==> src/rtl/core/gcl_pkg.sv <==
// Package for the grid cell locator: widths, register indexes and shared types.
package gcl_pkg;

   localparam int MAX_CELLS  = 255;
   localparam int FRAC_BITS  = 16;
   localparam int POS_W      = 32;
   localparam int INV_W      = 23;
   localparam int GRID_W     = 8;
   localparam int CELL_W     = 8;
   localparam int FRAC_W     = FRAC_BITS + 1;
   localparam int PROD_W     = POS_W + INV_W;
   localparam int SCALE_W    = PROD_W - (POS_W - FRAC_BITS);
   localparam int IDX_X_W    = 24;
   localparam int IDX_Y_W    = 25;
   localparam int IDX_Z_W    = 26;
   localparam int CSR_IDX_W  = 3;
   localparam int CSR_DATA_W = 32;
   localparam int PIPE_DEPTH = 6;

   typedef enum logic [CSR_IDX_W-1:0] {
      CSR_INV_SPACING = 3'd0,
      CSR_Z_BASE      = 3'd1,
      CSR_BOX_X       = 3'd2,
      CSR_BOX_Y       = 3'd3,
      CSR_Z_TOP       = 3'd4,
      CSR_GRID_X      = 3'd5,
      CSR_GRID_Y      = 3'd6,
      CSR_GRID_Z      = 3'd7
   } csr_index_type;

   typedef struct packed {
      logic [INV_W-1:0]        inv_spacing;
      logic signed [POS_W-1:0] z_base;
      logic signed [POS_W-1:0] box_x;
      logic signed [POS_W-1:0] box_y;
      logic signed [POS_W-1:0] z_top;
      logic [GRID_W-1:0]       grid_x;
      logic [GRID_W-1:0]       grid_y;
      logic [GRID_W-1:0]       grid_z;
   } cfg_type;

   typedef struct packed {
      logic [CELL_W-1:0] cell_x;
      logic [CELL_W-1:0] cell_y;
      logic [CELL_W-1:0] cell_z;
      logic [FRAC_W-1:0] frac_x;
      logic [FRAC_W-1:0] frac_y;
      logic [FRAC_W-1:0] frac_z;
   } loc_type;

   function automatic logic [GRID_W-1:0] eff_grid(input logic [GRID_W-1:0] g);
      logic [GRID_W-1:0] r;
      r = g;
      if (g == '0) begin
         r = GRID_W'(1);
      end else if (int'(g) > MAX_CELLS) begin
         r = GRID_W'(MAX_CELLS);
      end
      return r;
   endfunction

endpackage

==> src/rtl/core/gcl_axis.sv <==
// One axis lane: offset and edge test, scale multiply, then cell/fraction with clamping.
module gcl_axis (
   input  logic                             clock,
   input  logic signed [gcl_pkg::POS_W-1:0] pos,
   input  logic signed [gcl_pkg::POS_W-1:0] offset,
   input  logic signed [gcl_pkg::POS_W-1:0] upper,
   input  logic [gcl_pkg::INV_W-1:0]        inv_spacing,
   input  logic [gcl_pkg::GRID_W-1:0]       grid,
   output logic [gcl_pkg::CELL_W-1:0]       cell_idx,
   output logic [gcl_pkg::FRAC_W-1:0]       frac
);
   import gcl_pkg::*;

   localparam int D_W   = POS_W + 1;

   // stage 1: offset position, edge compare
   logic signed [D_W-1:0] d_in, d_ff;
   logic                  above_s1_ff;
   // stage 2: scale product
   logic [PROD_W-1:0]     prod_in, prod_ff;
   logic                  neg_s2_ff, above_s2_ff;
   // stage 3: cell and fraction
   logic [SCALE_W-1:0]    scaled, clamped, lim;
   logic [CELL_W-1:0]     cell_in, cell_ff;
   logic [FRAC_W-1:0]     frac_in, frac_ff;

   assign d_in = D_W'(pos) - D_W'(offset);

   always_ff @(posedge clock) begin
      d_ff        <= d_in;
      above_s1_ff <= (pos > upper);
   end

   assign prod_in = d_ff[POS_W-1:0] * inv_spacing;

   always_ff @(posedge clock) begin
      prod_ff     <= prod_in;
      neg_s2_ff   <= d_ff[D_W-1];
      above_s2_ff <= above_s1_ff;
   end

   always_comb begin
      scaled  = prod_ff[PROD_W-1:POS_W-FRAC_BITS];
      lim     = SCALE_W'({grid, {FRAC_BITS{1'b0}}});
      clamped = (scaled > lim) ? lim : scaled;
      priority if (above_s2_ff) begin
         cell_in = CELL_W'(grid - GRID_W'(1));
         frac_in = FRAC_W'(1) << FRAC_BITS;
      end else if (neg_s2_ff) begin
         cell_in = '0;
         frac_in = '0;
      end else begin
         cell_in = clamped[FRAC_BITS +: CELL_W];
         frac_in = FRAC_W'(clamped[FRAC_BITS-1:0]);
      end
   end

   always_ff @(posedge clock) begin
      cell_ff <= cell_in;
      frac_ff <= frac_in;
   end

   assign cell_idx = cell_ff;
   assign frac     = frac_ff;

endmodule

==> config.mk <==
export PLATFORM = sky130hd
export DESIGN_NAME = gcl_axis
export DESIGN_NICKNAME = d
export VERILOG_FILES = /design/src/rtl/core/gcl_pkg.sv /design/src/rtl/core/gcl_axis.sv
export SDC_FILE = /design/constraint.sdc
export NUM_CORES = 2
export LEC_CHECK = 0
export BUFFER_PORTS_ARGS = -buffer_cell sky130_fd_sc_hd__buf_2
export CAP_MARGIN = 20
export CORE_MARGIN = 2
export CORE_UTILIZATION = 40
export DETAILED_ROUTE_END_ITERATION = 12
export PLACE_DENSITY = 0.6
export SLEW_MARGIN = 20
export SYNTH_ARGS = -nofsm -noshare
export SYNTH_HDL_FRONTEND = slang
export SYNTH_SLANG_ARGS = --single-unit
==> constraint.sdc <==
create_clock -name clock -period 9.07 [get_ports clock]
set_input_delay 2.721 -clock clock [delete_from_list [all_inputs] [get_ports clock]]
set_output_delay 2.721 -clock clock [all_outputs]
set_load 0.005 [all_outputs]
* Word-level counts from Yosys, hierarchy flattened
Index checks and enable logic that the tools add are counted.
** Word-level totals
- Bits in registers :: 116
- Output and inout bits :: 25
- Word-level logic and storage cells :: 17
** Operators by class
- $add $sub $neg :: 2
- Multiply operators :: 1
- Order comparisons :: 2
- Multiplexer cells :: 3
- Reduce and logical (&&, ||, !) cells :: 1
** Operators with widths (number)
- $mul A32 B23 Y55 :: 1
- $gt A39 B24 Y1 :: 1
- $sub A32 B32 Y33 :: 1
- $gt A32 B32 Y1 :: 1
- $mux W24 :: 1
- $mux W8 :: 2
- $sub A8 B1 Y8 const B :: 1
- $reduce_or A3 Y1 :: 1

* Depth between registers and ports, before layout
- Depth in word-level cells :: 4
- Gate-level depth with buffers :: 26
- Gate-level depth less buffers :: 25

* Worst setup path before layout
No wires, ideal clock.
- Path kind :: in2reg
- Start :: input port inv_spacing[8] (netlist bit)
- End :: register prod_ff[50]
- Data arrival time :: 8.864 ns
- Path slack :: 0.135 ns
- Stages :: 22
- Path buffers :: 2
- Cells stage by stage :: clkbuf_1 -> nand2_1 -> fa_1 -> fa_1 -> inv_1 -> fa_1 -> fa_1 -> fa_1 -> fa_1 -> inv_1 -> fa_1 -> inv_1 -> ha_1 -> buf_6 -> nand2_2 -> or4_1 -> a311o_1 -> a21o_1 -> a2111oi_4 -> o21ai_2 -> o31ai_2 -> xor2_1
** On the way
- Cells in the longest elaborated chain, start to end :: 1
** Ends and longest elaborated chain
- from (decl) :: RTL line gcl_axis.sv:7 : input logic [gcl_pkg::INV_W-1:0] inv_spacing,
- $mul A32 B23 Y55 :: RTL line gcl_axis.sv:34 : assign prod_in = d_ff[POS_W-1:0] * inv_spacing;
- via prod_in[50] :: RTL line gcl_axis.sv:20 : logic [PROD_W-1:0] prod_in, prod_ff;
- to (signal assigned) :: RTL line gcl_axis.sv:37 : prod_ff <= prod_in;
- to (decl) :: RTL line gcl_axis.sv:20
The timed path passes the listed nets, and every way through them passes these cells.
A chain may end at the register's enable or synchronous reset.

* Final worst setup path
- Start :: input port inv_spacing[11] (netlist bit)
- End :: register prod_ff[50]
The elaborated chain is that of the path after synthesis.

==> run_results.csv <==
group,metric,value,unit
run_status,status,"completed",
critical_path,crit_arrival,9.15,ns
critical_path,cp.depth,22,
global_routing,grtUsageTotal,0.208,
die,io_pins,153,
synthesis,synth_nets,4185,
critical_path,critPathMaxStageDelay,0.62,ns
layout,finalNonFillerCells,4311,
critical_path,reg2reg_slack,1.79,ns
synthesis,synth_mux_area_frac,0.00177,
clock_network,numCtsBuffers,9,
timing,rsz0062_at_grt,"yes",
place,place.detailed.hpwl,62800,um
global_routing,grt_pass1_wl,120000,um
critical_path,worstSetupEndpoint,"prod_ff[50]",
clock_network,clk_latency,0.39,ns
timing,drv_slew,0,
synthesis,synthXorXnorAreaFrac,0.0217,
timing,hold_violations,0,
critical_path,cp_max_fo,18,
synthesis,synth_fa_ha_area_frac,0.555,
drt,vias,21300,
drt,initialDrtViolationCount,1004,
layout,post-route-util,0.449,
clock_network,cts.sinks,100,
layout,drive_gt1_frac,0.110,
global_routing,antenna_found_initial,3,
synthesis,synthArstFlopShare,0,
synthesis,ys_top_cells_by_area,"fa_1 44%, ha_1 11%, inv_1 9.7%, and2_1 7.6%, dfxtp_1 7.1%",
critical_path,crit_path_start_kind,"input pin",
synthesis,synth.distinct_cells,67,
die,core-area,0.0700,mm2
critical_path,path_common_cell,"fa_1",
critical_path,critical_path_required,9.39,ns
synthesis,synth_edf_count,0,
drt,routedWlPerCell,17.0,um
min_path,hp-class,"reg -> reg",
critical_path,path_delay_family,"adder cells",
die,die_h,270,um
die,die-width,270,um
synthesis,yosysWarnings,0,
synthesis,ys.flop_type,"dfxtp_1",
timing,fin_crit,8.82,ns
clock_network,hold_buffers,0,
critical_path,worstRegToRegCells,20,
die,dieArea,0.0729,mm2
clock_network,clk_path_buf_depth,2,
drt,ant_nets,0,
critical_path,critPathLaunch,"inv_spacing[11]",
layout,fin_nets,4372,
timing,timing.slew.headroom,0.242,
clock_network,clkTransAtPathRegs,0.08,ns
clock_network,cts_tree,"done",
synthesis,ys_seq_area_frac,0.0708,
critical_path,slowest_stage,"fa_1",
place,place_ws,-0.398,ns
timing,fin_skew,0.00893,ns
synthesis,synth_largest_area_cell,"fa_1",
synthesis,synth_compound_area_frac,0.0655,
place,port_buffers,152,
timing,finalWorstSetupSlack,0.248,ns
timing,setup_violations,0,
drt,wl,73200,um
critical_path,crit_chain,"buf_2 -> and2_1 -> fa_1 -> inv_1 -> fa_1 -> inv_1 -> fa_1 -> fa_1 -> fa_1 -> fa_1 -> inv_1 -> fa_1 -> inv_1 -> ha_2 -> nand2_1 -> or4_1 -> a311o_1 -> a21o_4 -> a2111oi_4 -> o21ai_2 -> o31ai_2 -> xor2_1",
run,cap_violations,0,
timing,tightest_slew,1.14,ns
synthesis,syn_area,0.0283,mm2
drt,dr.pass1.iters,8,
timing,fin_tns_setup,0,ns
drt,drc,0,
critical_path,r2r_end,"prod_ff[50]",
global_routing,grt_start_max_net_pins,32,
clock_network,cts_root_buf,"clkbuf_16",
global_routing,grt_pass1_vias,22600,
timing,finalCritPeriodShare,0.973,
clock_network,htreeDepth,3,
layout,syn2layout_area_growth,11.1,%
die,row_count,97,
global_routing,grt_overflow,0,
critical_path,r2r-start,"d_ff[13]",
place,placedCellCount,4295,
critical_path,critical_path_class,"in -> reg",
layout,insertedDiodeCount,0,
synthesis,syn_avg_cell_area,8.90,um2
timing,max_freq,113,MHz
synthesis,synthSimpleGateAreaFrac,0.167,
critical_path,path_buf_inv,5,
synthesis,yosys.area.top_type_share,0.444,
synthesis,synth_top_family_by_area,"adder cells",
critical_path,worstSetupEndpointType,"flop",
synthesis,synth-seq-cells,100,
die,start_util,0.404,
synthesis,syn_inst,3179,
place,gp_congestion,0.845,
drt,vias_per_cell,4.94,
==> per-stage QoR <==
stage	area, um2	hold slack, ns
after floorplan	28300	0.310
after global placement	31000	0.313
after detailed placement	31000	0.315
after CTS	31300	0.336
after global routing	31400	0.348
final	31400	0.333
==> repair_timing <==
action	in CTS	in global routing
pin swaps	0	8
gates resized for setup	1	27
setup endpoints to repair	1	17
buffers inserted	0	0
==> how the worst min path moves through the flow <==
stage                     start          end  slack, ns  cells past startpoint
global placement    above_s1_ff  above_s2_ff       0.31                      0
floorplan           above_s1_ff  above_s2_ff       0.31                      0
CTS                    d_ff[32]    neg_s2_ff       0.34                      0
global route           d_ff[32]    neg_s2_ff       0.35                      0
finish                 d_ff[32]    neg_s2_ff       0.33                      0
detailed placement     d_ff[32]    neg_s2_ff       0.32                      0
==> sequential cells by signal, summed over array words and instances, names as in the netlist <==
register,flops
prod_ff,39
neg_s2_ff,1
cell_idx,8
d_ff,33
above_s1_ff,1
frac,17
above_s2_ff,1
==> cell usage after synthesis, types with 8 or more instances <==
cell      count
and2_1      343
nor2b_1       9
nor2_1       43
a31oi_1      10
xnor2_1      39
a211oi_1      9
o21bai_1      9
and3_1       10
nor4_1        8
dfxtp_1     100
nand3_1      11
ha_1        251
nor3_1       23
o211ai_1      9
clkbuf_1    136
inv_1       732
a21o_1       54
nand2_1     461
o21ai_0      46
xor2_1       31
a21oi_1      90
nand4_1      25
o21a_1       11
fa_1        627
==> cell usage in the layout (no fill, tap or decap), types with 10 or more instances in the layout <==
cell type / instances
inv_1: 732
fa_1: 627
nand2_1: 461
and2_1: 343
ha_1: 249
buf_4: 170
buf_2: 143
dfxtp_1: 99
a21oi_1: 86
a21o_1: 53
o21ai_0: 46
nor2_1: 43
xnor2_1: 39
xor2_1: 31
nand4_1: 25
nor3_1: 22
o21a_1: 11
nand3_1: 11
and3_1: 10
a31oi_1: 10
==> routing by layer <==
layer  routed length [um]  GRT usage  vias up
li1                     -          -     9850
met3                 2560     0.0205      113
met2                38200      0.379      493
met5                   11          0        -
met4                 2530     0.0680        2
met1                29900      0.256    10900
==> kinds of logic after synthesis <==
logic type,count (synthesis)
AOI/OAI and AO/OA,287
buffers and inverters,880
adders and majority gates,878
xor gates and xnor gates,70
and+or+nand+nor,959
muxes,5
DFF,100
==> area by class of cell <==
| cell class | count | area [um2] |
|---|---|---|
| clock buffers | 9 | 225 |
| fillers | 6949 | 38600 |
| multi-input cells | 2199 | 23000 |
| clock inverters | 7 | 91.3 |
| inverters | 733 | 2750 |
| well taps | 940 | 1180 |
| repair buffers | 323 | 2140 |
| flip-flops and latches | 100 | 2000 |
Power is not shown: default switching activity piles up to over one toggle a cycle in this logic, so the estimate is an artifact.
