### src/rtl/core/gcl_pkg.sv
// Package for the grid cell locator: widths, register indexes and shared types.
package gcl_pkg;

   localparam int MAX_CELLS  = 255;
   localparam int FRAC_BITS  = 16;
   localparam int POS_W      = 32;
   localparam int INV_W      = 23;
   localparam int GRID_W     = 8;
   localparam int CELL_W     = 8;
   localparam int FRAC_W     = FRAC_BITS + 1;
   localparam int PROD_W     = POS_W + INV_W;
   localparam int SCALE_W    = PROD_W - (POS_W - FRAC_BITS);
   localparam int IDX_X_W    = 24;
   localparam int IDX_Y_W    = 25;
   localparam int IDX_Z_W    = 26;
   localparam int CSR_IDX_W  = 3;
   localparam int CSR_DATA_W = 32;
   localparam int PIPE_DEPTH = 6;

   typedef enum logic [CSR_IDX_W-1:0] {
      CSR_INV_SPACING = 3'd0,
      CSR_Z_BASE      = 3'd1,
      CSR_BOX_X       = 3'd2,
      CSR_BOX_Y       = 3'd3,
      CSR_Z_TOP       = 3'd4,
      CSR_GRID_X      = 3'd5,
      CSR_GRID_Y      = 3'd6,
      CSR_GRID_Z      = 3'd7
   } csr_index_type;

   typedef struct packed {
      logic [INV_W-1:0]        inv_spacing;
      logic signed [POS_W-1:0] z_base;
      logic signed [POS_W-1:0] box_x;
      logic signed [POS_W-1:0] box_y;
      logic signed [POS_W-1:0] z_top;
      logic [GRID_W-1:0]       grid_x;
      logic [GRID_W-1:0]       grid_y;
      logic [GRID_W-1:0]       grid_z;
   } cfg_type;

   typedef struct packed {
      logic [CELL_W-1:0] cell_x;
      logic [CELL_W-1:0] cell_y;
      logic [CELL_W-1:0] cell_z;
      logic [FRAC_W-1:0] frac_x;
      logic [FRAC_W-1:0] frac_y;
      logic [FRAC_W-1:0] frac_z;
   } loc_type;

   function automatic logic [GRID_W-1:0] eff_grid(input logic [GRID_W-1:0] g);
      logic [GRID_W-1:0] r;
      r = g;
      if (g == '0) begin
         r = GRID_W'(1);
      end else if (int'(g) > MAX_CELLS) begin
         r = GRID_W'(MAX_CELLS);
      end
      return r;
   endfunction

endpackage

### src/rtl/core/gcl_csr.sv
// Configuration registers of the grid cell locator, with effective grid sizes.
module gcl_csr (
   input  logic                             clock,
   input  logic                             reset,
   input  logic                             csr_we,
   input  logic [gcl_pkg::CSR_IDX_W-1:0]    csr_index,
   input  logic [gcl_pkg::CSR_DATA_W-1:0]   csr_wdata,
   output gcl_pkg::cfg_type                 cfg
);
   import gcl_pkg::*;

   logic [INV_W-1:0]        inv_spacing_ff;
   logic signed [POS_W-1:0] z_base_ff;
   logic signed [POS_W-1:0] box_x_ff;
   logic signed [POS_W-1:0] box_y_ff;
   logic signed [POS_W-1:0] z_top_ff;
   logic [GRID_W-1:0]       grid_x_ff;
   logic [GRID_W-1:0]       grid_y_ff;
   logic [GRID_W-1:0]       grid_z_ff;

   always_ff @(posedge clock) begin
      if (reset) begin
         inv_spacing_ff <= INV_W'(65536);
         z_base_ff      <= '0;
         box_x_ff       <= '0;
         box_y_ff       <= '0;
         z_top_ff       <= '0;
         grid_x_ff      <= GRID_W'(1);
         grid_y_ff      <= GRID_W'(1);
         grid_z_ff      <= GRID_W'(1);
      end else if (csr_we) begin
         unique case (csr_index_type'(csr_index))
            CSR_INV_SPACING: inv_spacing_ff <= csr_wdata[INV_W-1:0];
            CSR_Z_BASE:      z_base_ff      <= csr_wdata;
            CSR_BOX_X:       box_x_ff       <= csr_wdata;
            CSR_BOX_Y:       box_y_ff       <= csr_wdata;
            CSR_Z_TOP:       z_top_ff       <= csr_wdata;
            CSR_GRID_X:      grid_x_ff      <= csr_wdata[GRID_W-1:0];
            CSR_GRID_Y:      grid_y_ff      <= csr_wdata[GRID_W-1:0];
            CSR_GRID_Z:      grid_z_ff      <= csr_wdata[GRID_W-1:0];
         endcase
      end
   end

   always_comb begin
      cfg.inv_spacing = inv_spacing_ff;
      cfg.z_base      = z_base_ff;
      cfg.box_x       = box_x_ff;
      cfg.box_y       = box_y_ff;
      cfg.z_top       = z_top_ff;
      cfg.grid_x      = eff_grid(grid_x_ff);
      cfg.grid_y      = eff_grid(grid_y_ff);
      cfg.grid_z      = eff_grid(grid_z_ff);
   end

endmodule

### config.mk
export PLATFORM = sky130hd
export DESIGN_NAME = gcl_csr
export DESIGN_NICKNAME = d
export VERILOG_FILES = /design/src/rtl/core/gcl_pkg.sv /design/src/rtl/core/gcl_csr.sv
export SDC_FILE = /design/constraint.sdc
export NUM_CORES = 1
export LEC_CHECK = 0
export BUFFER_PORTS_ARGS = -buffer_cell sky130_fd_sc_hd__clkbuf_2
export CAP_MARGIN = 10
export CORE_ASPECT_RATIO = 1.75
export CORE_MARGIN = 2
export CORE_UTILIZATION = 50
export DETAILED_ROUTE_END_ITERATION = 10
export PLACE_DENSITY = 0.9
export RECOVER_POWER = 50
export SYNTH_ARGS = -nofsm -noshare
export SYNTH_HDL_FRONTEND = slang
export SYNTH_SLANG_ARGS = --single-unit
### constraint.sdc
create_clock -name clock -period 2.3 [get_ports clock]
set_input_delay 0.115 -clock clock [delete_from_list [all_inputs] [get_ports clock]]
set_output_delay 0.115 -clock clock [all_outputs]
set_load 0.01 [all_outputs]
## Word-level counts from Yosys, hierarchy flattened

Index checks and enable logic that the tools add are counted.

| storage, ports and cells | value |
|---|---|
| register bits after elaboration | 175 |
| bits in latches | 0 |
| RAM bits | 0 |
| bits in read-only memories | 0 |
| input bits | 38 |
| output and inout port bits | 175 |
| memories | 0 |

| cells by class | value |
|---|---|
| add/sub/neg operators | 0 |
| multipliers | 0 |
| divide/modulo/power cells | 0 |
| order comparisons | 0 |
| eq/ne operators | 7 |
| shift operators | 0 |
| muxes and demuxes | 3 |
| bitwise logic cells | 0 |
| reduce and logical (&&, ||, !) cells | 12 |

Operator list:

| operator | count |
|---|---|
| 8-bit zero test | 3 |
| 8-bit 2-to-1 mux | 3 |
| 2-bit AND reduction | 8 |
| 3-bit == test, second input constant | 4 |
| 3-bit by 2-bit == test with 1-bit output, second input constant | 2 |
| 3-bit by 1-bit == test with 1-bit output, second input constant | 1 |
| 3-bit zero test | 1 |

## Logic depth before layout (Yosys ltp)

Gate-level depths: netlist of run 1.

| logic depth | value |
|---|---|
| word-level depth | 2 |
| gate-level depth with buffers | 5 |

## Worst setup path after synthesis of run 1

No wires, ideal clock.

| path | value |
|---|---|
| kind | input port to flip-flop |
| start point | in csr_index[1] (netlist name) |
| end point | reg inv_spacing_ff[4] |
| setup time | 0.129 ns |
| arrival time | 1.147 ns |
| required time | 2.171 ns |
| slack | 1.025 ns |
| stages on the path | 5 |
| buffers on the path | 3 |
| cells stage by stage | buf_2 -> or4b_4 -> buf_6 -> buf_6 -> mux2i_1 |

| between the ends | value |
|---|---|
| word-level cells in the longest chain between the ends | 2 |

Ends and longest elaborated chain:

| what | RTL line | text |
|---|---|---|
| start: declaration | gcl_csr.sv:6 | `input logic [gcl_pkg::CSR_IDX_W-1:0] csr_index,` |
| 3-bit zero test | gcl_csr.sv:32 | `unique case (csr_index_type'(csr_index))` |
| 2-bit AND reduction (no source line) | - |  |
| end signal: assignment | gcl_csr.sv:33 | `CSR_INV_SPACING: inv_spacing_ff <= csr_wdata[INV_W-1:0];` |
| end: declaration | gcl_csr.sv:12 | `logic [INV_W-1:0] inv_spacing_ff;` |

Every way passes these cells.
A chain may end at the register's enable or synchronous reset.

## Worst setup path in the final report of run 1

| path | value |
|---|---|
| start point | in csr_index[1] (netlist name) |
| end point | reg inv_spacing_ff[0] |

Same word-level chain as after synthesis.

==> results of run 1 <==
-- cell usage after synthesis (all sizes together) (2+ instances only) --
cell / instances
a21o: 3
buf: 24
clkbuf: 50
dfxtp: 175
mux2i: 175
nand2b: 203
nand4b: 3
nand4bb: 2
nor2: 6
nor3: 3
nor4: 3
-- through the flow --
step | utilization [%] | cells
6_report | 62.1 | 1004
5_1_grt | 62.1 | 1004
4_1_cts | 63.2 | 1004
3_5_place_dp | 58.6 | 971
3_3_place_gp | 58.6 | 971
2_1_floorplan | - | 650
-- layer usage --
metal,wire length (µm),up-vias
li1,-,2443
met3,652,50
met4,877,0
met5,0,-
met1,6450,2426
met2,9070,171
-- kinds of logic (layout without fill, tap and decap cells) --
kind of cell	after synthesis	in the layout	synth area share, %
AO/OA/AOI/OAI	3	3	0.321
multiplexers	175	175	25.0
buffers and inverters	74	251	4.66
flip-flops	175	175	50.0
AND/OR/NAND/NOR	223	223	20.0
-- state kept, by name (all words and copies together), names as in the netlist --
name	count
box_y_ff	32
z_base_ff	32
grid_x_ff	8
inv_spacing_ff	23
grid_y_ff	8
z_top_ff	32
box_x_ff	32
grid_z_ff	8
-- layout make-up --
cell class / count / share of cell area (%)
multi-input combinational: 401 / 37.7
clock inverter: 13 / 2.05
timing repair buffer: 219 / 11.5
sequential: 175 / 41.0
clock buffer: 19 / 5.18
tap: 177 / 2.59
-- how the worst min path moves through the flow --
| stage | cells past startpoint | slack, ps | end | start |
|---|---|---|---|---|
| 2_1_floorplan | 2 | 280 | inv_spacing_ff[16]$_SDFFE_PP1P_ | csr_wdata[16] |
| 6_report | 3 | 30 | box_x_ff[26]$_SDFFE_PP0P_ | csr_wdata[26] |
| 3_3_place_gp | 3 | 400 | inv_spacing_ff[16]$_SDFFE_PP1P_ | csr_wdata[16] |
| 4_1_cts | 3 | 20 | grid_y_ff[0]$_SDFFE_PP1P_ | csr_wdata[0] |
| 3_5_place_dp | 3 | 420 | inv_spacing_ff[16]$_SDFFE_PP1P_ | csr_wdata[16] |
| 5_1_grt | 3 | 20 | grid_x_ff[0]$_SDFFE_PP1P_ | csr_wdata[0] |
-- tightest hold or removal path, stage by stage --
cell and delay (ps):
clkbuf_2 80, nand2b_1 120, mux2i_1 80
-- timing repair --
item,4_1_cts,5_1_grt
endpoints found under the hold margin,1,0
hold buffers,1,0
gates resized for setup,0,0
buffers inserted,0,0
endpoints found under the setup margin,0,0
-- power by group through the flow --
stage	clock network [µW]	registers (µW)	logic, µW
floorplan	0	3230	263
global placement	0	3200	445
detailed placement	0	3200	455
CTS	3040	3140	459
global route	3180	3140	478
finish	3000	3140	443
==> summary.txt, run 1 <==
Detailed routing
  – DRT antenna net count: 0
  – Via count: ~5000
  – Drt drc: 0
  – Vias per inst: roughly 5
  – DR WL/cell: 17.0 µm
  – Drt first pass iters: 4
  – WL final: ~17 mm
  – 1st-iter DRT viols: between 100 and 150

Finish
  – Final instance area: 8550 µm²
  – Commonest non-fill, non-tap cell in the layout: nand2b_1
  – Layout cells sized above 1: about 17%
  – Filler instances: 1191
  – Reg area: 3500 µm²
  – Most frequent cells in the layout: nand2b_1, mux2i_1, dfxtp_1, clkbuf_1, clkbuf_2
  – Final layout net count: roughly 850
  – Area Overhead vs Synth: 22.0%
  – # diodes: 0
  – Area of the multi-input gates: approximately 3200 µm²

STA
  – Max_slew headroom: -4.87%
  – Setup slack after layout: between 500 and 600 ps
  – Final Skew: 0 ps
  – # setup viols final: 0
  – Fin. Hold Viols: 0
  – WHS: roughly 29 ps
  – Least-Margin Pin Slew: approximately 1600 ps
  – Final Critical Period: about 1800 ps
  – Fmax: ~0.57 GHz
  – Crit share post-route: about 76%
  – Setup TNS: 0 ps
  – Slew Limit Fails: 24
  – RSZ-0062 raised after global routing: false

Floorplanning
  – Core footprint: around 14000 µm²
  – Die Y-Extent: 161 µm
  – Die X: between 90 and 100 µm
  – Ports: around 210
  – Die area: approximately 15000 µm²
  – Row count: between 50 and 60
  – Starting Density: 50.9%

Setup path
  – CP startpoint: csr_index[1]
  – Slowest stage delay, CP: between 1000 and 1500 ps
  – Critical path startpoint category: input pin
  – CP max FO: 23
  – Cell depth of the worst flop-to-flop path: 2
  – CP max stage cell: or4b_1
  – Reg-to-Reg Start: box_y_ff[29]$_SDFFE_PP0P_
  – Arrival time at the worst endpoint: ~2100 ps
  – CP cell instances: clkbuf_1 -> or4b_1 -> mux2i_1
  – Internal reg-to-reg setup slack: 1640 ps
  – Worst Setup EP: inv_spacing_ff[0]$_SDFFE_PP0P_
  – CP Depth: 3
  – Reg2reg end: box_y_ff[29]$_SDFFE_PP0P_
  – Crit path buf inv count: 1
  – WS Path Type: in2reg
  – CP required: 2620 ps
  – CP delay by family, top: simple AND/OR/NAND/NOR gates
  – CP endpoint kind: register

Global route
  – Overflow after GRT: 0
  – GR Util All Layers: 22.7%
  – Met1 layer usage reported by global route: 24.5%
  – Met3 GRT Util: between 4 and 5%
  – Initial antenna violation count: 0
  – Most Crowded Layer GR: met2
  – Largest net degree at the start of global routing: 82
  – Met2 Use GR: 40.5%
  – First-pass GRT wire length: 26.7 mm
  – Vias in the first global route: between 5000 and 6000

Synth
  – Post-synth EDFFs: 0
  – Synth area leaders: dfxtp_1, mux2i_1, nand2b_1, clkbuf_1, buf_2
  – Post-Syn Area: 7010 µm²
  – Yosys reg bits: ~180
  – Post-synth cell types: 16
  – Syn Inst Count: 650
  – Post-synth ARST share: 0%
  – Top cell type's share of synthesized area: around 50%
  – Syn_nets: 688
  – Syn. warnings: 0
  – Leading area contributor after synthesis: dfxtp_1
  – Synthesized area per cell: approximately 11 µm²
  – Sequential share of the synthesized area: about half
  – Most used DFF post-synth: dfxtp_1

Placement
  – I/O Buffers: 212
  – Setup Slack @ Placement: ~590 ps
  – Placer congestion estimate: roughly 0.80
  – DP Area: 8070 µm²
  – Dpl hpwl: between 10 and 15 mm

CTS
  – CTS Root Buffer Type: clkbuf_16
  – Worst skew pair latency: ~400 ps
  – CTS tree: yes
  – Clock sink total: ~180
  – Total CTS buffers: 17
  – Clk slew on worst S/H paths: around 60 ps
  – Bufs on Longest Clock Path: 2
  – CTS H-tree depth: 4

Power and ir drop
  – Comb pwr share: about 6.7%
  – Peak VDD IR: 582 µV
  – Total power: approximately 6600 µW
  – Switch Pwr: 1510 µW
  – Switching portion of total power: between 20 and 25%
  – Cell Pwr Density: 769 nW/µm²
  – Sequential share of power: a little under half
  – Internal cell power: 5060 µW
  – Leakage: 0.00411 µW
  – Clock power share: approximately 46%

Run status
  – Failing checks: capacitance limit, slew limit
  – Outcome: finished with violations

Flow run
  – Max_cap viols: 1

Worst hold path
  – Hold WC Path Type: in2reg
(Power assumes the default switching activity.)
==> inputs of run 2 (changes only) <==
ABC_AREA = 1   (was default)
CORE_UTILIZATION = 46   (was 50)
PLACE_DENSITY = 0.88   (was 0.9)
clock period = 1.6 ns   (was 2.3 ns; I/O delays follow)
==> run 2 against run 1 <==
  * The flow now finishes without violations
  * Register-to-register slack lost 690 ps
  * Power grew 51%
  * Sequential power grew 46%
  * Setup slack lost 330 ps
  * Die area grew 8.6%
  * Global-route usage grew 2.4 points
  * Flip-flop and latch count is the same
  * Sequential share of layout area shrank 1.3 points
  * Final cell count grew 39%
  * First-iteration DRC count grew to 2.6 times the previous value
  * Wire length grew 23%
  * Largest cell class unchanged
==> summary.txt, run 2 <==
Floorplanning
  – Ports: 213 (unchanged)
  – Die Y-Extent: 167 µm (+4.3%)
  – Starting Density: 47.1% (-3.8 points)
  – Core footprint: 14900 µm² (+8.3%)
  – Row count: 59 (+3.5%)
  – Die X: 97.4 µm (+4.2%)
  – Die area: 16300 µm² (+8.6%)

Placement
  – I/O Buffers: 212 (unchanged)
  – Placer congestion estimate: 0.831 (+3.3%)
  – DP Area: 8250 µm² (+2.2%)
  – Dpl hpwl: 14.6 mm (+26%)
  – Setup Slack @ Placement: 333 ps (-252 ps)

Global route
  – Vias in the first global route: 6594 (+28%)
  – Largest net degree at the start of global routing: 97 (+18%)
  – Overflow after GRT: 0 (unchanged)
  – Initial antenna violation count: 0 (unchanged)
  – First-pass GRT wire length: 33.1 mm (+24%)
  – GR Util All Layers: 25.1% (+2.4 points)

Synth
  – Top cell type's share of synthesized area: 49.9% (-0.098 points)
  – Sequential share of the synthesized area: 49.9% (-0.098 points)
  – Top cells by count, synth: nor2_1, nand2_1, dfxtp_1
  – Syn. warnings: 0 (unchanged)
  – Syn_nets: 1073 (+56%)
  – Count leader, synth: nor2_1
  – Post-synth EDFFs: 0 (unchanged)
  – Leading area contributor after synthesis: dfxtp_1
  – Post-Syn Area: 7020 µm² (+0.20%)
  – Syn Inst Count: 1035 (+59%)
  – Synthesized area per cell: 6.79 µm² (-37%)
  – Most used DFF post-synth: dfxtp_1
  – Post-synth cell types: 13 (-3)
  – Synth area leaders: dfxtp_1, nor2_1, nand3_1, nand2_1, buf_2
  – Post-synth ARST share: 0% (unchanged)
  – Yosys reg bits: 175 (unchanged)

Setup path
  – CP max stage cell: clkbuf_1
  – Critical path startpoint category: input pin
  – Slowest stage delay, CP: 890 ps (-370 ps)
  – Cell depth of the worst flop-to-flop path: 2 (unchanged)
  – Arrival time at the worst endpoint: 1640 ps (-430 ps)
  – CP max FO: 26 (+13%)
  – WS Path Type: in2reg
  – CP delay by family, top: buffers and inverters
  – Crit path buf inv count: 3 (+2)
  – Reg2reg end: grid_x_ff[0]$_SDFFE_PP1P_
  – CP endpoint kind: register
  – CP required: 1850 ps (-770 ps)
  – CP cell instances: clkbuf_2 -> inv_2 -> clkbuf_1 -> nand3_1
  – Internal reg-to-reg setup slack: 950 ps (-690 ps)
  – Reg-to-Reg Start: grid_x_ff[0]$_SDFFE_PP1P_

CTS
  – Total CTS buffers: 17 (unchanged)
  – CTS Root Buffer Type: clkbuf_16
  – Clock sink total: 175 (unchanged)
  – Bufs on Longest Clock Path: 2 (unchanged)
  – Hold_buf cts: 2 (+1)
  – Worst skew pair latency: 410 ps (about the same)
  – Clk slew on worst S/H paths: 70 ps (about the same)
  – Setup bufs post-CTS: 0 (unchanged)
  – CTS H-tree depth: 4 (unchanged)
  – Cts repair resizes: 0 (unchanged)
  – CTS tree: yes

Detailed routing
  – Drt drc: 0 (unchanged)
  – Drt first pass iters: 6 (+2)
  – DR WL/cell: 15.0 µm (-12%)
  – Via count: 7151 (+40%)
  – Vias per inst: 5.12 (+0.90%)
  – 1st-iter DRT viols: 386 (+160%)
  – DRT antenna net count: 0 (unchanged)
  – WL final: 21.0 mm (+23%)

STA
  – Final Skew: 0 ps (unchanged)
  – Setup slack after layout: 217 ps (-330 ps)
  – Crit share post-route: ~86%
  – Final Critical Period: about 1400 ps
  – Max_slew headroom: 25.1% (+30 points)
  – WHS: 56.5 ps (+27.5 ps)
  – RSZ-0062 raised after global routing: false
  – # setup viols final: 0 (unchanged)
  – Fin. Hold Viols: 0 (unchanged)
  – Fmax: slightly above 0.7 GHz
  – Least-Margin Pin Slew: 1120 ps (-450 ps)
  – Setup TNS: 0 ps (unchanged)
  – Slew Limit Fails: 0 (-100%)

Worst hold path
  – Worst Hold Launch: csr_wdata[29]
  – Hold path cells: 5 (+2)
  – Hold Crit Endpoint: box_y_ff[29]$_SDFFE_PP0P_
  – Hold WC Path Type: in2reg

Finish
  – Final instance area: 8820 µm² (+3.2%)
  – Final layout net count: 1242 (+46%)
  – Most frequent cells in the layout: nor2_1, clkbuf_2, nand2_1, dfxtp_1, nand3_1
  – # diodes: 0 (unchanged)
  – Area Overhead vs Synth: 25.6%
  – Layout cells sized above 1: 22.0% (+5.0 points)
  – Filler instances: 1356 (+14%)
  – Commonest non-fill, non-tap cell in the layout: nor2_1

Power and ir drop
  – Total power: 9940 µW (+51%)
  – Cell Pwr Density: 1130 nW/µm² (+46%)
  – Peak VDD IR: 705 µV (+21%)
  – Leakage: 0.00428 µW (+4.1%)

Flow run
  – Max_cap viols: 0 (-1)

Run status
  – Outcome: finished clean
-- run 2: cell types whose count changed in the layout (fill, tap and decap cells not counted), moves of 6 or more --
cell      delta
clkbuf_1   -105
mux2i_1    -175
buf_12       +6
nand2b_1   -203
inv_1       +41
nand2_1    +193
nand3_1    +171
nor2_1     +346
clkbuf_2   +114
nor2_4       +6
-- run 2: power breakdown --
group	switching [µW]	internal, µW	total (µW)
registers	89.5	4510	4600
clock network	1690	2580	4270
logic	698	366	1060
total	2480	7460	9940
-- run 2: tightest hold or removal path: stages --
cell and delay (ps):
clkbuf_2 70, inv_1 80, nand3_1 90, nand2_1 50
nor2_1 70
-- run 2: per-layer routing --
layer	vias up	GRT usage, %	share of wire [%]
met3	66	3.76	6.1
met2	337	44.3	51
li1	3518	-	-
met5	-	0	0
met4	0	16.0	5.3
met1	3230	27.8	38
-- run 2: metrics by stage --
step / std cells / util [%]
floorplan: 1035 / -
global placement: 1366 / 55.3
detailed placement: 1366 / 55.3
CTS: 1398 / 59.5
global route: 1398 / 59.2
finish: 1398 / 59.2
-- run 2: layout make-up --
type,count,area (µm²),share of cell area [%]
flip-flops and latches,175,3500,39.7
well taps,183,229,2.60
inverters,42,158,1.79
clock buffers,22,474,5.37
clock inverters,8,131,1.49
multi-input cells,730,3010,34.1
repair buffers,238,1320,14.9
-- run 2: worst max path at each step --
stage                                    from                    endpoint  slack (ps)  cells past startpoint
floorplan                              csr_we  z_base_ff[18]$_SDFFE_PP0P_         660                      7
global placement                 csr_index[2]   z_top_ff[10]$_SDFFE_PP0P_         380                      7
detailed placement               csr_index[2]   z_top_ff[17]$_SDFFE_PP0P_         330                      7
CTS                 grid_z_ff[1]$_SDFFE_PP0P_                      cfg[0]         260                      4
global route                            reset   grid_y_ff[6]$_SDFFE_PP0P_          80                      5
finish                                  reset   grid_x_ff[0]$_SDFFE_PP1P_         220                      4
-- run 2: logic make-up (layout without fill, tap and decap cells) --
| group | count (synthesis) | count (layout) | share of synthesized area, % |
|---|---|---|---|
| compound gates | 3 | 3 | 0.214 |
| buf+inv | 130 | 310 | 7.91 |
| flops | 175 | 175 | 49.9 |
| simple gates | 727 | 727 | 42.0 |
