`config.mk`:
```
export PLATFORM = sky130hd
export DESIGN_NAME = gcl_index
export DESIGN_NICKNAME = d
export VERILOG_FILES = /design/src/rtl/core/gcl_pkg.sv /design/src/rtl/core/gcl_index.sv
export SDC_FILE = /design/constraint.sdc
export NUM_CORES = 1
export LEC_CHECK = 0
export BUFFER_PORTS_ARGS = -buffer_cell sky130_fd_sc_hd__buf_2
export CELL_PAD_IN_SITES_DETAIL_PLACEMENT = 1
export CELL_PAD_IN_SITES_GLOBAL_PLACEMENT = 1
export CORE_MARGIN = 2
export CORE_UTILIZATION = 50
export CTS_CLUSTER_SIZE = 30
export DETAILED_ROUTE_END_ITERATION = 10
export PLACE_DENSITY_LB_ADDON = 0.1
export SLEW_MARGIN = 0
export SYNTH_ARGS = -nofsm -noshare
export SYNTH_HDL_FRONTEND = slang
export SYNTH_SLANG_ARGS = --single-unit
```
`constraint.sdc`:
```
create_clock -name clock -period 13.5 [get_ports clock]
set_clock_uncertainty 0.05 [all_clocks]
set_input_delay 2.7 -clock clock [delete_from_list [all_inputs] [get_ports clock]]
set_output_delay 2.7 -clock clock [all_outputs]
set_load 0.03 [all_outputs]
```
`src/rtl/core/gcl_pkg.sv`:
```
// Package for the grid cell locator: widths, register indexes and shared types.
package gcl_pkg;

   localparam int MAX_CELLS  = 255;
   localparam int FRAC_BITS  = 16;
   localparam int POS_W      = 32;
   localparam int INV_W      = 23;
   localparam int GRID_W     = 8;
   localparam int CELL_W     = 8;
   localparam int FRAC_W     = FRAC_BITS + 1;
   localparam int PROD_W     = POS_W + INV_W;
   localparam int SCALE_W    = PROD_W - (POS_W - FRAC_BITS);
   localparam int IDX_X_W    = 24;
   localparam int IDX_Y_W    = 25;
   localparam int IDX_Z_W    = 26;
   localparam int CSR_IDX_W  = 3;
   localparam int CSR_DATA_W = 32;
   localparam int PIPE_DEPTH = 6;

   typedef enum logic [CSR_IDX_W-1:0] {
      CSR_INV_SPACING = 3'd0,
      CSR_Z_BASE      = 3'd1,
      CSR_BOX_X       = 3'd2,
      CSR_BOX_Y       = 3'd3,
      CSR_Z_TOP       = 3'd4,
      CSR_GRID_X      = 3'd5,
      CSR_GRID_Y      = 3'd6,
      CSR_GRID_Z      = 3'd7
   } csr_index_type;

   typedef struct packed {
      logic [INV_W-1:0]        inv_spacing;
      logic signed [POS_W-1:0] z_base;
      logic signed [POS_W-1:0] box_x;
      logic signed [POS_W-1:0] box_y;
      logic signed [POS_W-1:0] z_top;
      logic [GRID_W-1:0]       grid_x;
      logic [GRID_W-1:0]       grid_y;
      logic [GRID_W-1:0]       grid_z;
   } cfg_type;

   typedef struct packed {
      logic [CELL_W-1:0] cell_x;
      logic [CELL_W-1:0] cell_y;
      logic [CELL_W-1:0] cell_z;
      logic [FRAC_W-1:0] frac_x;
      logic [FRAC_W-1:0] frac_y;
      logic [FRAC_W-1:0] frac_z;
   } loc_type;

   function automatic logic [GRID_W-1:0] eff_grid(input logic [GRID_W-1:0] g);
      logic [GRID_W-1:0] r;
      r = g;
      if (g == '0) begin
         r = GRID_W'(1);
      end else if (int'(g) > MAX_CELLS) begin
         r = GRID_W'(MAX_CELLS);
      end
      return r;
   endfunction

endpackage

```
`src/rtl/core/gcl_index.sv`:
```
// Linear store index of the three force components, three register stages.
module gcl_index (
   input  logic                            clock,
   input  logic [gcl_pkg::CELL_W-1:0]      cell_x,
   input  logic [gcl_pkg::CELL_W-1:0]      cell_y,
   input  logic [gcl_pkg::CELL_W-1:0]      cell_z,
   input  gcl_pkg::cfg_type                cfg,
   output logic [gcl_pkg::IDX_X_W-1:0]     index_fx,
   output logic [gcl_pkg::IDX_Y_W-1:0]     index_fy,
   output logic [gcl_pkg::IDX_Z_W-1:0]     index_fz
);
   import gcl_pkg::*;

   localparam int GP_W   = GRID_W + 1;
   localparam int ROW_W  = CELL_W + GP_W;
   localparam int T_W    = 2 * CELL_W;
   localparam int AREA_W = 2 * GP_W;
   localparam int VOL_W  = 3 * GP_W;

   logic [GP_W-1:0]   gx1, gy1, gz1;
   logic [ROW_W-1:0]  t_full;
   logic [T_W-1:0]    t_ff;
   logic [AREA_W-1:0] area_ff;
   logic [CELL_W-1:0] cz_ff;
   logic [VOL_W-1:0]  vol_full;
   logic [T_W+GP_W-1:0] ix_full;
   logic [IDX_X_W-1:0] ix_ff;
   logic [IDX_Y_W-1:0] npts_ff;
   logic [IDX_X_W-1:0] fx_ff;
   logic [IDX_Y_W-1:0] fy_ff;
   logic [IDX_Z_W-1:0] fz_ff;

   assign gx1 = GP_W'(cfg.grid_x) + GP_W'(1);
   assign gy1 = GP_W'(cfg.grid_y) + GP_W'(1);
   assign gz1 = GP_W'(cfg.grid_z) + GP_W'(1);

   assign t_full = ROW_W'(cell_x) * ROW_W'(gy1) + ROW_W'(cell_y);

   always_ff @(posedge clock) begin
      t_ff    <= t_full[T_W-1:0];
      area_ff <= AREA_W'(gx1) * AREA_W'(gy1);
      cz_ff   <= cell_z;
   end

   assign ix_full  = (T_W+GP_W)'(t_ff) * (T_W+GP_W)'(gz1) + (T_W+GP_W)'(cz_ff);
   assign vol_full = VOL_W'(area_ff) * VOL_W'(gz1);

   always_ff @(posedge clock) begin
      ix_ff   <= ix_full[IDX_X_W-1:0];
      npts_ff <= vol_full[IDX_Y_W-1:0];
   end

   always_ff @(posedge clock) begin
      fx_ff <= ix_ff;
      fy_ff <= IDX_Y_W'(ix_ff) + npts_ff;
      fz_ff <= IDX_Z_W'(ix_ff) + IDX_Z_W'({npts_ff, 1'b0});
   end

   assign index_fx = fx_ff;
   assign index_fy = fy_ff;
   assign index_fz = fz_ff;

endmodule

```
Word-level counts from Yosys, hierarchy flattened
Index checks and enable logic that the tools add are counted. W data, S select, Z words.

Flip-flop bits (word level): 166. Bits in latches: 0. Memory bits (writable): 0. ROM bits: 0. Word-level logic and storage cells: 19. Memories kept: 0.

Add/sub/neg operators: 7. Multipliers: 4. Div/mod/pow operators: 0. Order comparisons: 0. Eq/ne operators: 0. Shift operators: 0. Multiplexer cells: 0. Bitwise gates (word level): 0. Reductions and logical operators: 0.

Operators by type and width (number): $add A8 B1 Y9 const B (3); $add A24 B26 Y26 (1); $add A24 B25 Y25 (1); $mul A18 B9 Y25 (1); $add A24 B8 Y24 (1); $mul A16 B9 Y24 (1); $mul A9 B9 Y18 (1); $add A16 B8 Y16 (1); $mul A8 B9 Y16 (1).

Longest topological paths before layout
Gate-level depths: netlist of run 1.

Depth in word-level cells: 3. Gate-level depth with buffers: 24. Depth with buffers taken out: 23.

Least setup slack after synthesis of run 1
OpenSTA, ideal clock, no wires.

Kind: input -> register. Start point: input port cfg[0] in the netlist's numbering. End point: register ix_ff[23]. Arrival time: 8.106 ns. Data required time: 13.324 ns. Slack: 5.219 ns. Cell stages on the path: 23. Buffers on the path: 1. Cell sequence: ha_1 > xor2_1 > clkbuf_1 > nand2_1 > fa_1 > inv_1 > fa_1 > inv_1 > fa_1 > inv_1 > fa_1 > inv_1 > fa_1 > inv_1 > ha_1 > o21ai_0 > o21bai_1 > a31oi_1 > o31ai_1 > a31o_2 > a41o_1 > o41ai_2 > xnor2_1.

Cells in the longest elaborated chain, start to end: 3.

RTL lines: start: declaration (line gcl_index.sv:7) `input gcl_pkg::cfg_type cfg,`; $add A8 B1 Y9 (line gcl_index.sv:35) `assign gz1 = GP_W'(cfg.grid_z) + GP_W'(1);`; $mul A16 B9 Y24 (line gcl_index.sv:45) `assign ix_full = (T_W+GP_W)'(t_ff) * (T_W+GP_W)'(gz1) + (T_W+GP_W)'(cz_ff);`; $add A24 B8 Y24 (line gcl_index.sv:45); named net ix_full[23] (line gcl_index.sv:26) `logic [T_W+GP_W-1:0] ix_full;`; end signal: assignment (line gcl_index.sv:49) `ix_ff <= ix_full[IDX_X_W-1:0];`; end: declaration (line gcl_index.sv:27) `logic [IDX_X_W-1:0] ix_ff;`.

The timed path passes the listed nets, and every way through them passes these cells.

Final worst setup path of run 1
Ends and elaborated chain as after synthesis.

==> results by group, run 1 <==
Status
  • Status: finished clean

Drt
  • DR vias: 14900
  • DRT Wirelength: 49400 um
  • DRC: 0
  • Via-to-Cell Ratio: 5.24
  • Avg WL per Cell: 17.4 um
  • Starting DRT DRC Count: 471
  • Final ANT Viol Nets: 0
  • Detailed Routing Iterations Pass 1: 4

STA
  • Minimum clock period: 8.93 ns
  • Crit share post-route: 66.1%
  • RSZ-0062 raised after global routing: false
  • Final hold viol count: 0
  • Fmax: 112 MHz
  • Worst slew margin: 41.9%
  • Pins over their slew limit: 0
  • Final setup vio count: 0
  • Sum of negative setup slack: 0 ns
  • Slew @ Worst Pin: 0.866 ns

Setup path
  • Critical Path AT: 9.21 ns
  • Critical Path Slowest Stage Cell: buf_2
  • Startpoint types: input port
  • Crit-path leading delay family: adder cells
  • CP Capture Type: flop
  • Critical Path Max Stage Delay: 0.56 ns
  • Critical path cell sequence: buf_2 > ha_1 > xor2_2 > buf_4 > nand2_1 > fa_1 > inv_1 > fa_1 > inv_1 > fa_1 > inv_1 > fa_1 > inv_1 > fa_1 > inv_1 > ha_1 > o21ai_0 > o21bai_1 > a31oi_1 > o31ai_1 > a31o_2 > a41o_1 > o41ai_2 > xnor2_1
  • Crit path max fanout: 38
  • Crit Path Class: input port to flop
  • Worst path bufs/invs: 7
  • Worst EP required: 13.78 ns

Layout
  • Most frequent cells in the layout: inv_1, fa_1, ha_1
  • Final nets: 3040
  • Register Area: 3300 sq um
  • # diodes: 0
  • Number of fill cells in the layout: 4598
  • P&R area growth vs syn: 9.11%
  • Commonest non-fill, non-tap cell in the layout: inv_1
  • Multi-input logic area: 15400 sq um
  • Ratio of cells with drive above 1 in the final layout: 8.54%

Clocking
  • Gates resized, CTS repair: 0
  • CTS Buffer Depth: 2
  • CTS tree: built
  • CTS Root Cell: clkbuf_16
  • Clock-pin slew on the worst setup and hold paths: 0.07 ns
  • Worst skew pair latency: 0.45 ns
  • Number of CTS-inserted buffers: 17
  • Htree depth: 4
  • Post-CTS setup buffers: 0
  • CTS sink count: 165
  • Hold buffer count at cts: 0

Floorplan
  • Initial cell density of the core: 50.8%
  • Die Y: 205 um
  • Die extent in x: 205 um
  • I/O pin count: 275
  • Rows: 73
  • Core area: 39900 sq um
  • Full die area: 42200 sq um

Logic synthesis
  • Mapped Area: 20300 sq um
  • Asr flop ratio synth: 0%
  • Yosys top cell area share: 31.1%
  • Syn Inst Count: 2195
  • Main area contributors after synthesis: fa_1, dfxtp_1, ha_1
  • Synth Net Count: 2939
  • #FFs+latches synth: 165
  • Ys flop type: dfxtp_1
  • Yosys Warn Count: 0
  • Post-synthesis sequential area ratio: 16.3%
  • Post-synth cell types: 59
  • Number of enable flip-flop cells after synthesis: 0
  • Average size of a mapped cell: 9.24 sq um
  • Yosys top cell by area: fa_1

Hold path
  • Min-Delay Path Class: flop to flop

Global routing
  • First-pass GRT wire length: 83100 um
  • GR Util met1: 30.3%
  • Met3 global-route usage: 2.15%
  • Initial antenna violation count: 0
  • Gr busiest metal: met2
  • Grt ovf: 0
  • Largest net degree at the start of global routing: 39
  • Number of global-route vias before repair: 16700
  • GRT Overall Usage: 24.8%
  • GR Util met2: 45.9%

Run
  • Max Cap Violations: 0

Placement
  • Port bufs: 123
  • Post-DP HPWL: 40200 um
  • Placer congestion estimate: 0.855
## per-stage QoR
stage | hold WS, ns | util, % | setup WS [ns] | instance area [sq um] | std cells
after floorplan | 0.287 | - | 5.22 | 20300 | 2195
after global placement | 0.303 | 53.9 | 4.18 | 21500 | 2802
after detailed placement | 0.319 | 53.9 | 4.10 | 21500 | 2802
after CTS | 0.311 | 55.5 | 4.55 | 22100 | 2833
after global routing | 0.321 | 55.5 | 4.17 | 22100 | 2833
final | 0.315 | 55.5 | 4.57 | 22100 | 2833
## area by class of cell
class | instances | area share [%]
Multi-Input combinational cell | 1593 | 69.6
Sequential cell | 165 | 14.9
Inverter | 382 | 6.48
Timing Repair Buffer | 137 | 3.26
Tap cell | 525 | 2.97
Clock buffer | 18 | 1.94
Clock inverter | 13 | 0.848
## kinds of logic after synthesis
family	after synthesis	synth area share (%)
AO/OA/AOI/OAI	240	7.79
XOR/XNOR	136	5.87
adder cells (fa/ha/maj)	544	45.2
buffers and inverters	437	8.12
flip-flops	165	16.3
AND/OR/NAND/NOR	673	16.7
## cells in the mapped netlist (12+ instances only)
cell	number
nor2b_1	21
inv_1	381
ha_1	229
o21ai_0	45
nor2_1	87
nand2b_1	52
xor2_1	28
xnor2_1	108
a21oi_1	72
fa_1	315
a211oi_1	14
clkbuf_1	48
dfxtp_1	165
nand2_1	226
and2_1	204
nand3_1	27
a21o_1	31
nor3_1	15
o21a_1	12
## state kept, by name (all words and copies together) (netlist names)
| signal | count |
|---|---|
| ix_ff | 24 |
| index_fy | 25 |
| cz_ff | 8 |
| index_fx | 23 |
| index_fz | 26 |
| t_ff | 16 |
| npts_ff | 25 |
| area_ff | 18 |
## per-layer routing
| metal | wire (um) | vias to the layer above |
|---|---|---|
| met5 | 0 | - |
| met2 | 25400 | 233 |
| met1 | 21500 | 7513 |
| li1 | - | 7034 |
| met3 | 1180 | 73 |
| met4 | 1260 | 0 |
## worst paths after layout
path,cells past startpoint,slack [ns],to,startpoint
setup / recovery,24,4.57,ix_ff[23],cfg[0]
hold / removal,0,0.32,index_fz[0],ix_ff[0]
setup reg to reg,20,7.78,ix_ff[23],t_ff[7]
hold reg to reg,0,0.32,index_fz[0],ix_ff[0]
Power of run 1 is not shown: default switching activity piles up to over one toggle a cycle in this logic, so the estimate is an artifact.
==> run 2: changes to the inputs <==
--- a/config.mk
+++ b/config.mk
@@ -9,7 +9,7 @@
 export CELL_PAD_IN_SITES_DETAIL_PLACEMENT = 1
 export CELL_PAD_IN_SITES_GLOBAL_PLACEMENT = 1
 export CORE_MARGIN = 2
-export CORE_UTILIZATION = 50
+export CORE_UTILIZATION = 46
 export CTS_CLUSTER_SIZE = 30
 export DETAILED_ROUTE_END_ITERATION = 10
 export PLACE_DENSITY_LB_ADDON = 0.1
==> constraint.sdc (replaced) <==
create_clock -name clock -period 8.5 [get_ports clock]
set_clock_uncertainty 0.05 [all_clocks]
set_input_delay 1.7 -clock clock [delete_from_list [all_inputs] [get_ports clock]]
set_output_delay 1.7 -clock clock [all_outputs]
set_load 0.03 [all_outputs]
==> results by group, run 2 (synthesis gave the netlist of run 1 again) <==
Run
  • Max Cap Violations: 0

Setup path
  • Critical Path Slowest Stage Cell: o31ai_1
  • Startpoint types: input port
  • Cell mode on critical path: fa_1
  • CP Capture Type: flop
  • Critical path cell sequence: buf_2 > ha_1 > xor2_2 > buf_4 > nand2_1 > fa_1 > inv_1 > fa_1 > ha_1 > fa_1 > inv_1 > fa_1 > inv_1 > ha_1 > nand2_1 > o31ai_1 > o211ai_1 > nand3_1 > nand4_1 > a31oi_1 > o311ai_0 > buf_4
  • Crit Path Class: input port to flop
  • Critical Path Max Stage Delay: 0.61 ns
  • R2R cell count: 20
  • Reg2reg start: t_ff[7]
  • R2r endpoint: ix_ff[23]
  • Worst path bufs/invs: 6
  • Reg2Reg Setup Slack: 2.68 ns
  • Crit path max fanout: 33
  • Worst EP required: 8.80 ns
  • Crit-path leading delay family: adder cells
  • Critical Path AT: 7.66 ns

Layout
  • Final Non-Filler Cells: 2903
  • Max reg flops: 26
  • Final nets: 3049
  • P&R area growth vs syn: 9.51%
  • Ratio of cells with drive above 1 in the final layout: 8.97%
  • Commonest non-fill, non-tap cell in the layout: inv_1
  • # diodes: 0
  • Most frequent cells in the layout: inv_1, fa_1, ha_1

Global routing
  • Grt ovf: 0
  • Number of global-route vias before repair: 16900
  • Met3 global-route usage: 1.90%
  • GR Util met2: 41.3%
  • First-pass GRT wire length: 84600 um
  • Largest net degree at the start of global routing: 34
  • Initial antenna violation count: 0
  • GRT Overall Usage: 22.7%
  • GR Util met1: 28.7%
  • Gr busiest metal: met2

Clocking
  • Gates resized, CTS repair: 0
  • Post-CTS setup buffers: 0
  • Clock-pin slew on the worst setup and hold paths: 0.08 ns
  • Hold buffer count at cts: 0
  • CTS sink count: 165
  • Worst skew pair latency: 0.45 ns
  • CTS Root Cell: clkbuf_16
  • CTS tree: built
  • Htree depth: 4
  • CTS Buffer Depth: 2
  • Number of CTS-inserted buffers: 17

Drt
  • DRT Wirelength: 49300 um
  • Final ANT Viol Nets: 0
  • DR vias: 14800
  • Starting DRT DRC Count: 479
  • Avg WL per Cell: 17.0 um
  • Via-to-Cell Ratio: 5.08
  • DRC: 0
  • Detailed Routing Iterations Pass 1: 7

STA
  • Hold_ws: 0.326 ns
  • Pins over their slew limit: 0
  • Worst slew margin: 42.4%
  • Sum of negative setup slack: 0 ns
  • Slew @ Worst Pin: 0.858 ns
  • Crit share post-route: 86.5%
  • Final hold viol count: 0
  • Final setup vio count: 0
  • Fmax: 136 MHz
  • RSZ-0062 raised after global routing: false
  • Minimum clock period: 7.35 ns

Placement
  • Port bufs: 123
  • Post-DP HPWL: 40800 um
  • Placer congestion estimate: 0.868
  • Post-Place Cells: 2871

Status
  • Status: finished clean

Hold path
  • Hold endpoint: index_fz[0]
  • Worst Hold Depth: 0
  • Min-Delay Path Class: flop to flop
  • Hold path start: ix_ff[0]

Floorplan
  • Die extent in x: 214 um
  • Initial cell density of the core: 46.9%
  • Rows: 76
  • I/O pin count: 275
  • Die Y: 214 um
  • Core area: 43300 sq um
  • Full die area: 45800 sq um
-- run 2: changes by cell type in the layout (fill, tap and decap cells not counted), sizes merged --
cell	before	now
buf	137	146
bufinv	3	0
inv	389	392
clkbuf	18	17
clkinv	3	4
clkinvlp	0	1
-- run 2: through the flow --
stage | cell area (sq um) | utilization [%] | worst slack (ns)
after detailed placement | 21600 | 50.0 | 0.644
after global placement | 21600 | 50.0 | 0.718
after CTS | 22200 | 51.4 | 1.13
after global routing | 22200 | 51.4 | 0.821
final | 22200 | 51.4 | 1.15
after floorplan | 20300 | - | 1.22
-- run 2: metal layers --
layer / part of all wire, % / vias up / routed length [um]
met1: 45 / 7434 / 22100
li1: - / 7055 / -
met4: 2.4 / 0 / 1180
met3: 2.4 / 59 / 1180
met2: 50 / 211 / 24800
met5: 0 / - / 0
-- run 2: how the worst max path moves through the flow --
stage,from,endpoint,cells after the start
after detailed placement,cfg[0],ix_ff[23],22
final,cfg[0],ix_ff[22],22
after global routing,cfg[0],ix_ff[23],22
after global placement,cfg[0],ix_ff[23],22
after floorplan,cfg[0],ix_ff[23],23
after CTS,cfg[0],ix_ff[23],22
-- run 2: area by class of cell --
type	instances	area, sq um
Clock buffer	17	425
Clock inverter	15	154
Fill cell	5026	21000
Inverter	382	1430
Multi-Input combinational cell	1593	15400
Sequential cell	165	3300
Tap cell	585	732
Timing Repair Buffer	146	788
Power of run 2 is left out for the same reason.
==> run 3: changes to the inputs <==
--- a/config.mk
+++ b/config.mk
@@ -12,7 +12,8 @@
 export CORE_UTILIZATION = 46
 export CTS_CLUSTER_SIZE = 30
 export DETAILED_ROUTE_END_ITERATION = 10
-export PLACE_DENSITY_LB_ADDON = 0.1
+export MAX_ROUTING_LAYER = met4
+export PLACE_DENSITY = 0.8
 export SLEW_MARGIN = 0
 export SYNTH_ARGS = -nofsm -noshare
 export SYNTH_HDL_FRONTEND = slang
==> results by group, run 3 (synthesis gave the netlist of run 1 again) <==
Clocking
  • Htree depth: 4
  • Number of CTS-inserted buffers: 17
  • Worst skew pair latency: 0.46 ns
  • CTS tree: built
  • CTS Root Cell: clkbuf_16
  • Clock-pin slew on the worst setup and hold paths: 0.07 ns
  • CTS Buffer Depth: 2
  • Hold buffer count at cts: 0
  • Gates resized, CTS repair: 0
  • Post-CTS setup buffers: 0
  • CTS sink count: 165

Drt
  • Detailed Routing Iterations Pass 1: 4
  • Avg WL per Cell: 17.8 um
  • Via-to-Cell Ratio: 5.22
  • Final ANT Viol Nets: 0
  • Starting DRT DRC Count: 531
  • DR vias: 15100
  • DRC: 0
  • DRT Wirelength: 51600 um

Hold path
  • Hold endpoint: index_fz[0]
  • Worst Hold Depth: 0
  • Min-Delay Path Class: flop to flop
  • Hold path start: ix_ff[0]

Floorplan
  • Full die area: 45800 sq um
  • Die Y: 214 um
  • Initial cell density of the core: 46.9%
  • I/O pin count: 275
  • Rows: 76
  • Core area: 43300 sq um
  • Die extent in x: 214 um

Placement
  • Port bufs: 123
  • Placer congestion estimate: 0.873
  • Cell Area, Placed: 21600 sq um
  • Post-DP HPWL: 42600 um
  • Post-Place Cells: 2867

Global routing
  • Grt ovf: 0
  • Number of global-route vias before repair: 17400
  • GRT Overall Usage: 24.1%
  • First-pass GRT wire length: 87300 um
  • Largest net degree at the start of global routing: 35
  • Initial antenna violation count: 0

Setup path
  • CP Capture Type: flop
  • Critical Path Slowest Stage Cell: fa_1
  • Crit Path Class: input port to flop
  • Crit path max fanout: 18
  • Reg2reg start: t_ff[7]
  • Critical Path Max Stage Delay: 0.54 ns
  • Critical path cell sequence: buf_2 > ha_1 > xor2_2 > buf_4 > buf_4 > nand2_1 > fa_1 > inv_1 > fa_1 > fa_1 > inv_1 > fa_1 > inv_1 > ha_1 > a211oi_1 > o211ai_1 > a311oi_2 > o31ai_1 > or4_1 > a31o_1 > a21oi_2 > xnor2_1
  • Critical Path AT: 7.71 ns
  • R2R cell count: 20
  • Worst EP required: 8.83 ns
  • Reg2Reg Setup Slack: 2.72 ns
  • Startpoint types: input port
  • R2r endpoint: ix_ff[23]
  • Cell mode on critical path: fa_1

Layout
  • Final nets: 3045
  • Commonest non-fill, non-tap cell in the layout: inv_1
  • # diodes: 0
  • Ratio of cells with drive above 1 in the final layout: 8.82%
  • Register Area: 3300 sq um
  • Final Cell Area: 22300 sq um
  • Number of fill cells in the layout: 5063
  • Final Non-Filler Cells: 2899
  • Most frequent cells in the layout: inv_1, fa_1, ha_1
  • Multi-input logic area: 15400 sq um
  • Finished Core Util: 51.5%
  • Max reg flops: 26
  • P&R area growth vs syn: 9.72%

STA
  • Final setup vio count: 0
  • Crit share post-route: 86.7%
  • Fmax: 136 MHz
  • Worst slew margin: 41.4%
  • Sum of negative setup slack: 0 ns
  • Minimum clock period: 7.37 ns
  • RSZ-0062 raised after global routing: false
  • Slew @ Worst Pin: 0.873 ns
  • Final hold viol count: 0
  • Pins over their slew limit: 0

Status
  • Status: finished clean

Run
  • Max Cap Violations: 0
## run 3: per-stage QoR
stage               setup WS [ns]  hold slack [ns]
floorplan                    1.22            0.287
global placement            0.691            0.321
detailed placement          0.600            0.312
CTS                          1.09            0.321
global route                0.799            0.328
finish                       1.13            0.322
## run 3: layout make-up
class                   count  area share, %
multi-input cells        1593           69.1
flip-flops and latches    165           14.8
inverters                 382           6.44
repair buffers            142           3.41
well taps                 585           3.29
clock buffers              18           1.97
clock inverters            14          0.950
## run 3: metal layers
layer	vias up	GRT usage [%]	routed length [um]	share of wire [%]
met5	-	-	0	0
met4	0	7.41	1230	2.4
met3	64	2.06	1510	2.9
met2	294	43.8	27000	52
met1	7728	28.4	21800	42
li1	7053	-	-	-
## run 3: how the worst max path moves through the flow
| stage | start | endpoint | cells past startpoint |
|---|---|---|---|
| after floorplan | cfg[0] | ix_ff[23] | 23 |
| after global placement | cfg[0] | ix_ff[23] | 24 |
| after detailed placement | cfg[0] | ix_ff[23] | 24 |
| after CTS | cfg[0] | ix_ff[23] | 24 |
| after global routing | cfg[0] | ix_ff[23] | 24 |
| final | cfg[0] | npts_ff[23] | 22 |
## run 3: worst max-delay path, delay by kind of cell
kind                       cells  cell delay, ns
AOI/OAI and AO/OA              6            1.42
xor gates and xnor gates       2            0.50
adders and majority gates      6            2.60
buffers and inverters          6            0.91
and+or+nand+nor                2            0.55
Power of run 3 is left out for the same reason.
